`config.mk`:
```
export PLATFORM = sky130hd
export DESIGN_NAME = histogram_bucket_index_search
export DESIGN_NICKNAME = d
export VERILOG_FILES = /design/src/hbis_pkg.sv /design/src/histogram_bucket_index_search.sv /design/src/hbis_mul.sv /design/src/hbis_div.sv
export SDC_FILE = /design/constraint.sdc
export NUM_CORES = 2
export LEC_CHECK = 0
export BUFFER_PORTS_ARGS = -buffer_cell sky130_fd_sc_hd__buf_4
export CAP_MARGIN = 15
export CORE_UTILIZATION = 45
export CTS_CLUSTER_SIZE = 25
export DETAILED_ROUTE_END_ITERATION = 8
export PLACE_DENSITY = 0.68
export SLEW_MARGIN = 25
export SYNTH_ARGS = -nofsm -noshare
export SYNTH_HDL_FRONTEND = slang
export SYNTH_SLANG_ARGS = --single-unit
```
`constraint.sdc`:
```
create_clock -name clk -period 12.9 [get_ports clk]
set_input_delay 2.58 -clock clk [delete_from_list [all_inputs] [get_ports clk]]
set_output_delay 2.58 -clock clk [all_outputs]
set_load 0.02 [all_outputs]
```
`src/hbis_pkg.sv`:
```
package hbis_pkg;

	localparam int VAL_W = 63;
	localparam int GROWTH_W = 32;
	localparam int CNT_W = 11;
	localparam int IDX_W = 12;
	localparam int CFG_ADDR_W = 8;
	localparam int CFG_DATA_W = 64;

	localparam logic [VAL_W-1:0] SAT_MAX = {VAL_W{1'b1}};

	localparam logic [CFG_ADDR_W-1:0] REG_BUCKET_WIDTH = 8'd0;
	localparam logic [CFG_ADDR_W-1:0] REG_GROWTH_RATIO = 8'd1;
	localparam logic [CFG_ADDR_W-1:0] REG_EXP_SCALE    = 8'd2;
	localparam logic [CFG_ADDR_W-1:0] REG_BUCKET_COUNT = 8'd3;

	localparam logic [VAL_W-1:0] EXP_SCALE_RST = 63'd65536;
	localparam logic [CNT_W-1:0] BUCKET_COUNT_RST = 11'd1;

	typedef struct packed {
		logic start;
		logic frac;
	} mul_ctl_t;

endpackage

```
`src/histogram_bucket_index_search.sv`:
```
// each probe of edge k runs a linear multiply, then k-1 growth steps (fewer once
// the exponential term reaches zero); an edge 0 probe with growth set uses the
// divider instead; up to ceil(log2(N+2)) probes, N the capped bucket count.
// one item at a time, busy until the result strobe; the terms share one multiplier.
// the result strobe done is high for one cycle and cannot be stalled.
// reset clears the sequencer and loads the configuration registers with their reset values.
module histogram_bucket_index_search #(
	parameter int MAX_BUCKETS = 1024,
	parameter int FRAC_BITS = 16
) (
	input  logic                                 clk,
	input  logic                                 arst_n,
	input  logic                                 start,
	output logic                                 busy,
	input  logic signed [63:0]                   sample_value,
	output logic                                 done,
	output logic signed [hbis_pkg::IDX_W-1:0]    bucket_index,
	input  logic                                 cfg_valid,
	output logic                                 cfg_ready,
	input  logic [hbis_pkg::CFG_ADDR_W-1:0]      cfg_index,
	input  logic [hbis_pkg::CFG_DATA_W-1:0]      cfg_data
);

	localparam logic [3:0] S_IDLE  = 4'd0;
	localparam logic [3:0] S_PROBE = 4'd1;
	localparam logic [3:0] S_LIN   = 4'd2;
	localparam logic [3:0] S_LIN_W = 4'd3;
	localparam logic [3:0] S_EXP   = 4'd4;
	localparam logic [3:0] S_EXP_W = 4'd5;
	localparam logic [3:0] S_DIV_W = 4'd6;
	localparam logic [3:0] S_SUM   = 4'd7;
	localparam logic [3:0] S_CMP   = 4'd8;

	logic [3:0]                          state_q;
	logic [hbis_pkg::VAL_W-1:0]          width_q;
	logic [hbis_pkg::GROWTH_W-1:0]       growth_q;
	logic [hbis_pkg::VAL_W-1:0]          scale_q;
	logic [hbis_pkg::CNT_W-1:0]          count_q;
	logic [hbis_pkg::CNT_W-1:0]          count_eff;
	logic [63:0]                         sample_q;
	logic [hbis_pkg::IDX_W-1:0]          lo_q;
	logic [hbis_pkg::IDX_W-1:0]          hi_q;
	logic [hbis_pkg::IDX_W-1:0]          mid_full;
	logic [hbis_pkg::CNT_W-1:0]          mid_q;
	logic [hbis_pkg::CNT_W-1:0]          exp_cnt_q;
	logic [hbis_pkg::VAL_W-1:0]          lin_q;
	logic [hbis_pkg::VAL_W-1:0]          term_q;
	logic [hbis_pkg::VAL_W-1:0]          edge_q;
	logic [hbis_pkg::VAL_W:0]            sum;
	logic                                done_q;
	logic [hbis_pkg::IDX_W-1:0]          index_q;
	logic [hbis_pkg::VAL_W-1:0]          mag;
	logic                                neg;

	hbis_pkg::mul_ctl_t                  mul_ctl;
	logic [hbis_pkg::VAL_W-1:0]          mul_a;
	logic                                mul_done;
	logic [hbis_pkg::VAL_W-1:0]          mul_res;
	logic                                div_start;
	logic                                div_done;
	logic [hbis_pkg::VAL_W-1:0]          div_res;

	assign cfg_ready = 1'b1;
	assign busy = (state_q != S_IDLE);
	assign done = done_q;
	assign bucket_index = index_q;

	assign count_eff = (32'(count_q) > 32'(MAX_BUCKETS)) ? hbis_pkg::CNT_W'(MAX_BUCKETS)
		: count_q;
	assign mid_full = lo_q + ((hi_q - lo_q) >> 1);
	assign neg = sample_q[63];
	assign mag = sample_q[hbis_pkg::VAL_W-1:0];
	assign sum = {1'b0, lin_q} + {1'b0, term_q};

	assign mul_ctl.start = (state_q == S_LIN) || (state_q == S_EXP && exp_cnt_q != '0
		&& term_q != '0);
	assign mul_ctl.frac = (state_q == S_EXP);
	assign mul_a = (state_q == S_LIN) ? width_q : term_q;
	assign div_start = (state_q == S_LIN_W) && mul_done && (growth_q != '0) && (mid_q == '0);

	hbis_mul #(.FRAC_BITS(FRAC_BITS)) u_mul (
		.clk    (clk),
		.arst_n (arst_n),
		.ctl    (mul_ctl),
		.a      (mul_a),
		.b      ((state_q == S_LIN) ? 32'(mid_q) : growth_q),
		.done   (mul_done),
		.res    (mul_res)
	);

	hbis_div #(.FRAC_BITS(FRAC_BITS)) u_div (
		.clk    (clk),
		.arst_n (arst_n),
		.start  (div_start),
		.a      (scale_q),
		.g      (growth_q),
		.done   (div_done),
		.res    (div_res)
	);

	always_ff @(posedge clk or negedge arst_n) begin
		if (!arst_n) begin
			width_q <= '0;
			growth_q <= '0;
			scale_q <= hbis_pkg::EXP_SCALE_RST;
			count_q <= hbis_pkg::BUCKET_COUNT_RST;
		end else if (cfg_valid && cfg_ready) begin
			unique case (cfg_index)
				hbis_pkg::REG_BUCKET_WIDTH: width_q <= cfg_data[hbis_pkg::VAL_W-1:0];
				hbis_pkg::REG_GROWTH_RATIO: growth_q <= cfg_data[hbis_pkg::GROWTH_W-1:0];
				hbis_pkg::REG_EXP_SCALE:    scale_q <= cfg_data[hbis_pkg::VAL_W-1:0];
				hbis_pkg::REG_BUCKET_COUNT: count_q <= cfg_data[hbis_pkg::CNT_W-1:0];
				default: ;
			endcase
		end
	end

	always_ff @(posedge clk or negedge arst_n) begin
		if (!arst_n) begin
			state_q <= S_IDLE;
			done_q <= 1'b0;
		end else begin
			done_q <= 1'b0;
			unique case (state_q)
				S_IDLE: if (start) state_q <= S_PROBE;
				S_PROBE: begin
					if (hi_q > lo_q) begin
						state_q <= S_LIN;
					end else begin
						done_q <= 1'b1;
						state_q <= S_IDLE;
					end
				end
				S_LIN: state_q <= S_LIN_W;
				S_LIN_W: begin
					if (mul_done) begin
						if (growth_q == '0) state_q <= S_SUM;
						else if (mid_q == '0) state_q <= S_DIV_W;
						else state_q <= S_EXP;
					end
				end
				S_EXP: state_q <= mul_ctl.start ? S_EXP_W : S_SUM;
				S_EXP_W: if (mul_done) state_q <= S_EXP;
				S_DIV_W: if (div_done) state_q <= S_SUM;
				S_SUM: state_q <= S_CMP;
				S_CMP: begin
					if (!neg && mag == edge_q) begin
						done_q <= 1'b1;
						state_q <= S_IDLE;
					end else begin
						state_q <= S_PROBE;
					end
				end
				default: state_q <= S_IDLE;
			endcase
		end
	end

	always_ff @(posedge clk) begin
		case (state_q)
			S_IDLE: begin
				if (start) begin
					sample_q <= sample_value;
					lo_q <= '0;
					hi_q <= hbis_pkg::IDX_W'(count_eff) + 1'b1;
				end
			end
			S_PROBE: begin
				mid_q <= mid_full[hbis_pkg::CNT_W-1:0];
				if (hi_q <= lo_q) index_q <= lo_q - 1'b1;
			end
			S_LIN_W: begin
				if (mul_done) begin
					lin_q <= mul_res;
					term_q <= (growth_q == '0) ? '0 : scale_q;
					exp_cnt_q <= mid_q - 1'b1;
				end
			end
			S_EXP_W: begin
				if (mul_done) begin
					term_q <= mul_res;
					exp_cnt_q <= exp_cnt_q - 1'b1;
				end
			end
			S_DIV_W: if (div_done) term_q <= div_res;
			S_SUM: edge_q <= sum[hbis_pkg::VAL_W] ? hbis_pkg::SAT_MAX : sum[hbis_pkg::VAL_W-1:0];
			S_CMP: begin
				if (neg || mag < edge_q) hi_q <= {1'b0, mid_q};
				else if (mag > edge_q) lo_q <= {1'b0, mid_q} + 1'b1;
				else index_q <= {1'b0, mid_q};
			end
			default: ;
		endcase
	end

endmodule

```
`src/hbis_mul.sv`:
```
module hbis_mul #(
	parameter int FRAC_BITS = 16
) (
	input  logic                              clk,
	input  logic                              arst_n,
	input  hbis_pkg::mul_ctl_t                ctl,
	input  logic [hbis_pkg::VAL_W-1:0]        a,
	input  logic [hbis_pkg::GROWTH_W-1:0]     b,
	output logic                              done,
	output logic [hbis_pkg::VAL_W-1:0]        res
);

	localparam int ACC_W = hbis_pkg::VAL_W + hbis_pkg::GROWTH_W;
	localparam int HI_W = hbis_pkg::VAL_W - 32;

	logic [1:0]                       step_q;
	logic                             frac_q;
	logic [HI_W-1:0]                  ahi_q;
	logic [hbis_pkg::GROWTH_W-1:0]    b_q;
	logic [63:0]                      prod_s1;
	logic [ACC_W-1:0]                 acc_q;
	logic [31:0]                      mop_a;
	logic [31:0]                      mop_b;
	logic [63:0]                      prod;
	logic [ACC_W-1:0]                 shifted;

	// one shared 32x32 multiplier, low then high half of a
	assign mop_a = (step_q == 2'd0) ? a[31:0] : 32'(ahi_q);
	assign mop_b = (step_q == 2'd0) ? b : b_q;
	assign prod = 64'(mop_a) * 64'(mop_b);

	always_ff @(posedge clk or negedge arst_n) begin
		if (!arst_n) begin
			step_q <= 2'd0;
		end else begin
			case (step_q)
				2'd0: if (ctl.start) step_q <= 2'd1;
				default: step_q <= step_q + 2'd1;
			endcase
		end
	end

	always_ff @(posedge clk) begin
		case (step_q)
			2'd0: begin
				if (ctl.start) begin
					prod_s1 <= prod;
					ahi_q <= a[hbis_pkg::VAL_W-1:32];
					b_q <= b;
					frac_q <= ctl.frac;
				end
			end
			2'd1: begin
				acc_q <= ACC_W'(prod_s1);
				prod_s1 <= prod;
			end
			2'd2: acc_q <= acc_q + {prod_s1[ACC_W-33:0], 32'b0};
			default: ;
		endcase
	end

	assign shifted = frac_q ? (acc_q >> FRAC_BITS) : acc_q;
	assign done = (step_q == 2'd3);
	assign res = (|shifted[ACC_W-1:hbis_pkg::VAL_W]) ? hbis_pkg::SAT_MAX
		: shifted[hbis_pkg::VAL_W-1:0];

endmodule

```
`src/hbis_div.sv`:
```
module hbis_div #(
	parameter int FRAC_BITS = 16
) (
	input  logic                              clk,
	input  logic                              arst_n,
	input  logic                              start,
	input  logic [hbis_pkg::VAL_W-1:0]        a,
	input  logic [hbis_pkg::GROWTH_W-1:0]     g,
	output logic                              done,
	output logic [hbis_pkg::VAL_W-1:0]        res
);

	localparam int NW = hbis_pkg::VAL_W + FRAC_BITS;
	localparam int CW = $clog2(NW + 1);

	logic                             busy_q;
	logic [CW-1:0]                    cnt_q;
	logic [NW-1:0]                    num_q;
	logic [31:0]                      rem_q;
	logic [31:0]                      g_q;
	logic [63:0]                      quo_q;
	logic                             ovf_q;
	logic [32:0]                      r2;
	logic                             qbit;

	// restoring division, one quotient bit per cycle
	assign r2 = {rem_q, num_q[NW-1]};
	assign qbit = (r2 >= {1'b0, g_q});

	always_ff @(posedge clk or negedge arst_n) begin
		if (!arst_n) begin
			busy_q <= 1'b0;
			cnt_q <= '0;
		end else if (start) begin
			busy_q <= 1'b1;
			cnt_q <= CW'(NW);
		end else if (busy_q) begin
			if (cnt_q == '0) busy_q <= 1'b0;
			else cnt_q <= cnt_q - 1'b1;
		end
	end

	always_ff @(posedge clk) begin
		if (start) begin
			num_q <= NW'(a) << FRAC_BITS;
			rem_q <= '0;
			g_q <= g;
			quo_q <= '0;
			ovf_q <= 1'b0;
		end else if (busy_q && cnt_q != '0) begin
			num_q <= num_q << 1;
			rem_q <= qbit ? 32'(r2 - {1'b0, g_q}) : r2[31:0];
			quo_q <= {quo_q[62:0], qbit};
			ovf_q <= ovf_q | quo_q[63];
		end
	end

	assign done = busy_q && (cnt_q == '0);
	assign res = (ovf_q || quo_q[63]) ? hbis_pkg::SAT_MAX : quo_q[hbis_pkg::VAL_W-1:0];

endmodule

```
==> results.sh <==
export IMPL_gp_routability_congestion=1.02
export IMPL_synth_area_leaders="sky130_fd_sc_hd__edfxtp_1 24%, sky130_fd_sc_hd__fa_1 22%, sky130_fd_sc_hd__ha_1 8.0%, sky130_fd_sc_hd__dfrtp_1 5.7%, sky130_fd_sc_hd__nand2_1 5.5%"
export IMPL_num_nets_final=9740
export IMPL_max_clock_path_buffers=3
export IMPL_globalRouteOverflowTotal=0
export IMPL_flow_area_growth_from_synthesis_pct=8.99
export IMPL_maxSlewViolCount=0
export IMPL_slew_limit_headroom=0.217
export IMPL_die_width_um=425
export IMPL_async_flop_share=0.202
export IMPL_floorplan_die_area_mm2=0.180
export IMPL_yosysTopAreaCellShare=0.235
export IMPL_min_setup_slack_post_route_ps=1920
export IMPL_synth_seq_cells=910
export IMPL_depth_of_the_cts_h_tree=3
export IMPL_place_area_mm2=0.0843
export IMPL_io_pin_count=155
export IMPL_clkSlewWorstSetupHoldPaths_ps=60
export IMPL_route_vias_total=61300
export IMPL_synth_fp_nets=9746
export IMPL_synth_ff_type="sky130_fd_sc_hd__edfxtp_1"
export IMPL_rsz_0062_raised_after_global_routing="false"
export IMPL_row_count=154
export IMPL_cp_required_ps=13350
export IMPL_r2r_start="state_q[0]$_DFFE_PN0P_"
export IMPL_synthesis_yosys_warnings=0
export IMPL_postSynthAreaPerCell_um2=9.81
export IMPL_mostFrequentLayoutCell="sky130_fd_sc_hd__nand2_1"
export IMPL_hold_path_cell_count=2
export IMPL_detail_route_wirelength_um=254000
export IMPL_floorplan_core_area_mm2=0.177
export IMPL_outcome="completed"
export IMPL_synthesized_netlist_cell_count=8189
export IMPL_end_kind="flip-flop"
export IMPL_cts_sinks=910
export IMPL_maxClockFrequency_mhz=91.1
export IMPL_worstSetupStartpointType="flip-flop"
export IMPL_post_route_cells_drive_above_1_share=0.0904
export IMPL_critPathKind="flip-flop to flip-flop"
export IMPL_clkLatencyLatePin_ps=740
export IMPL_post_place_ws_ps=2040
export IMPL_vias_per_cell=5.78
export IMPL_route_detailed_wl_per_inst_um=24.0
export IMPL_starting_density=0.455
export IMPL_root_buffer="sky130_fd_sc_hd__clkbuf_16"
export IMPL_worst_slew_pin_slew_ps=1170
export IMPL_yosysSeqAreaShare=0.317
export IMPL_cts_tree="done"
export IMPL_layout_common_cells="1,166 x sky130_fd_sc_hd__nand2_1, 1,043 x sky130_fd_sc_hd__inv_1, 901 x sky130_fd_sc_hd__fa_1"
export IMPL_min_period_ps=10980
export IMPL_period_share=0.851
export IMPL_final_hold_violation_count=0
export IMPL_post_synth_edffs=629
export IMPL_post_cts_resized_instances=0
export IMPL_global_route_usage_total=0.282
export IMPL_syn_cell_area_mm2=0.0804
export IMPL_grt_first_pass_wirelength_um=383000
export IMPL_synthDominantAreaCellType="sky130_fd_sc_hd__edfxtp_1"
export IMPL_numCtsBuffers=96
export IMPL_drt_first_pass_iters=6
export IMPL_layout_cell_area_non_filler_mm2=0.0876
export IMPL_filler_cell_count=15900
export IMPL_grt_antenna_before_repair=9
export IMPL_ff2ff_path_depth=27
export IMPL_post_route_drc_violation_count=0
export IMPL_post_cts_setup_buffers=0
export IMPL_cts_hold_buffers_added=0
export IMPL_synth_lib_cells_used_distinct=84
export IMPL_antenna_violating_nets_post_route=0
export IMPL_vias_in_the_first_global_route=61400
export IMPL_place_port_buffers=152
export IMPL_grt_max_degree=74
export IMPL_fp_dieH_um=425
export IMPL_worst_setup_path_startpoint="state_q[0]$_DFFE_PN0P_"
export IMPL_setup_violations=0
export IMPL_clock_skew_final_ps=36.6
export IMPL_cp_max_fo=42
export IMPL_worstHoldPathType="flip-flop to flip-flop"
export IMPL_timing_hold_worst_start="u_div.quo_q[44]$_SDFFE_PP0P_"
export IMPL_detail_route_iter0_violations=5683
export IMPL_finalSetupTns_ps=0
export IMPL_maxCapViolations=0
export IMPL_place_detailed_hpwl_um=200000
export IMPL_critPathArrivalTime_ps=11430
## registers in the layout, summed over array words and instances (netlist names), 64 cells and up
signal / flops
u_mul.prod_s1: 64
u_mul.acc_q: 95
sample_q: 64
u_div.quo_q: 64
## cells in the mapped netlist, types with 7 or more instances
| library cell | count |
|---|---|
| sky130_fd_sc_hd__nor4_1 | 50 |
| sky130_fd_sc_hd__a21o_1 | 205 |
| sky130_fd_sc_hd__or3_1 | 14 |
| sky130_fd_sc_hd__o211ai_1 | 30 |
| sky130_fd_sc_hd__o21a_1 | 116 |
| sky130_fd_sc_hd__mux2i_1 | 143 |
| sky130_fd_sc_hd__mux2_2 | 201 |
| sky130_fd_sc_hd__inv_1 | 1044 |
| sky130_fd_sc_hd__edfxtp_1 | 629 |
| sky130_fd_sc_hd__ha_1 | 516 |
| sky130_fd_sc_hd__fa_1 | 901 |
| sky130_fd_sc_hd__nor2_1 | 854 |
| sky130_fd_sc_hd__xnor2_1 | 157 |
| sky130_fd_sc_hd__clkbuf_1 | 339 |
| sky130_fd_sc_hd__buf_1 | 44 |
| sky130_fd_sc_hd__nand4_1 | 75 |
| sky130_fd_sc_hd__a311oi_1 | 10 |
| sky130_fd_sc_hd__and2_1 | 44 |
| sky130_fd_sc_hd__nor4b_1 | 7 |
| sky130_fd_sc_hd__a31oi_1 | 34 |
| sky130_fd_sc_hd__and3_1 | 45 |
| sky130_fd_sc_hd__dfrtp_1 | 182 |
| sky130_fd_sc_hd__o21ai_0 | 171 |
| sky130_fd_sc_hd__nand2b_1 | 43 |
| sky130_fd_sc_hd__a21oi_1 | 422 |
| sky130_fd_sc_hd__nand3_1 | 71 |
| sky130_fd_sc_hd__nor3_1 | 81 |
| sky130_fd_sc_hd__xor2_1 | 74 |
| sky130_fd_sc_hd__o41ai_1 | 8 |
| sky130_fd_sc_hd__dfxtp_1 | 97 |
| sky130_fd_sc_hd__a221o_1 | 78 |
| sky130_fd_sc_hd__nor3b_1 | 8 |
| sky130_fd_sc_hd__o21ai_1 | 22 |
| sky130_fd_sc_hd__nor2b_1 | 70 |
| sky130_fd_sc_hd__a21boi_0 | 11 |
| sky130_fd_sc_hd__buf_2 | 15 |
| sky130_fd_sc_hd__o21bai_1 | 45 |
| sky130_fd_sc_hd__o31ai_1 | 17 |
| sky130_fd_sc_hd__nand2_1 | 1168 |
| sky130_fd_sc_hd__a211oi_1 | 29 |
| sky130_fd_sc_hd__or2_2 | 15 |
## per-layer routing
metal | wire length (um) | track usage
met1 | 100000 | 0.369
met2 | 115000 | 0.441
met3 | 23100 | 0.0529
met4 | 16000 | 0.156
met5 | 27 | 0
## critical path: stages, from the launching register on
cell                       delay [ps]
sky130_fd_sc_hd__dfrtp_1          590
sky130_fd_sc_hd__nand2b_1         280
sky130_fd_sc_hd__or3_4            570
sky130_fd_sc_hd__buf_4            570
sky130_fd_sc_hd__mux2i_1          580
sky130_fd_sc_hd__a21o_1           710
sky130_fd_sc_hd__nor2_1           160
sky130_fd_sc_hd__fa_1             570
sky130_fd_sc_hd__inv_1             50
sky130_fd_sc_hd__fa_1             450
sky130_fd_sc_hd__fa_1             570
sky130_fd_sc_hd__fa_1             570
sky130_fd_sc_hd__inv_1             50
sky130_fd_sc_hd__fa_1             480
sky130_fd_sc_hd__fa_1             500
sky130_fd_sc_hd__fa_1             580
sky130_fd_sc_hd__fa_1             490
sky130_fd_sc_hd__ha_1             450
sky130_fd_sc_hd__a21o_1           230
sky130_fd_sc_hd__a311oi_1         310
sky130_fd_sc_hd__o21ai_0          190
sky130_fd_sc_hd__o21bai_1         190
sky130_fd_sc_hd__a311oi_1         260
sky130_fd_sc_hd__o21ai_1          230
sky130_fd_sc_hd__a21oi_1          470
sky130_fd_sc_hd__o211ai_1         200
sky130_fd_sc_hd__a31oi_1          230
sky130_fd_sc_hd__xnor2_1          130
## through the flow
| stage | hold WS (ps) | instances | utilization |
|---|---|---|---|
| final | 457 | 10600 | 0.496 |
| after global placement | 441 | 10400 | 0.477 |
| after detailed placement | 462 | 10400 | 0.477 |
| after CTS | 446 | 10600 | 0.495 |
| after global routing | 473 | 10600 | 0.496 |
| after floorplan | 429 | 8189 | - |
## path summary, 6_finish.rpt
| path | to | slack (ps) |
|---|---|---|
| max | u_mul.prod_s1[63]$_DFFE_PP_ | 1920 |
| min in group asynchronous | width_q[52]$_DFFE_PN0P_ | 1870 |
| min | u_div.quo_q[45]$_SDFFE_PP0P_ | 460 |
| min reg2reg | u_div.quo_q[45]$_SDFFE_PP0P_ | 460 |
| max reg2reg | u_mul.prod_s1[63]$_DFFE_PP_ | 1920 |
| max in group asynchronous | u_div.busy_q$_DFF_PN0_ | 9230 |
## kinds of logic (layout without fill, tap and decap cells)
family | after synthesis | after routing | synth area share
compound gates | 1270 | 1270 | 0.104
fa+ha+maj | 1417 | 1417 | 0.305
buf+inv | 1448 | 1526 | 0.0681
other cells | 2 | 4 | 0.0000935
simple gates | 2567 | 2567 | 0.135
xor+xnor | 231 | 231 | 0.0252
flops | 910 | 910 | 0.317
mux | 344 | 344 | 0.0460
## final cells by class
| class | instances | area, um^2 | area share |
|---|---|---|---|
| multi-input combinational | 5831 | 49700 | 0.568 |
| sequential | 910 | 25400 | 0.290 |
| inverter | 1046 | 3930 | 0.0448 |
| tap | 2340 | 2930 | 0.0334 |
| clock buffer | 130 | 2680 | 0.0306 |
| timing repair buffer | 298 | 2290 | 0.0262 |
| clock inverter | 52 | 566 | 0.00646 |
| antenna | 2 | 5.00 | 0.0000571 |
Power is left out: the tool's default activity adds up to more than one toggle a clock period on the data nets, which glitch-free logic cannot reach.
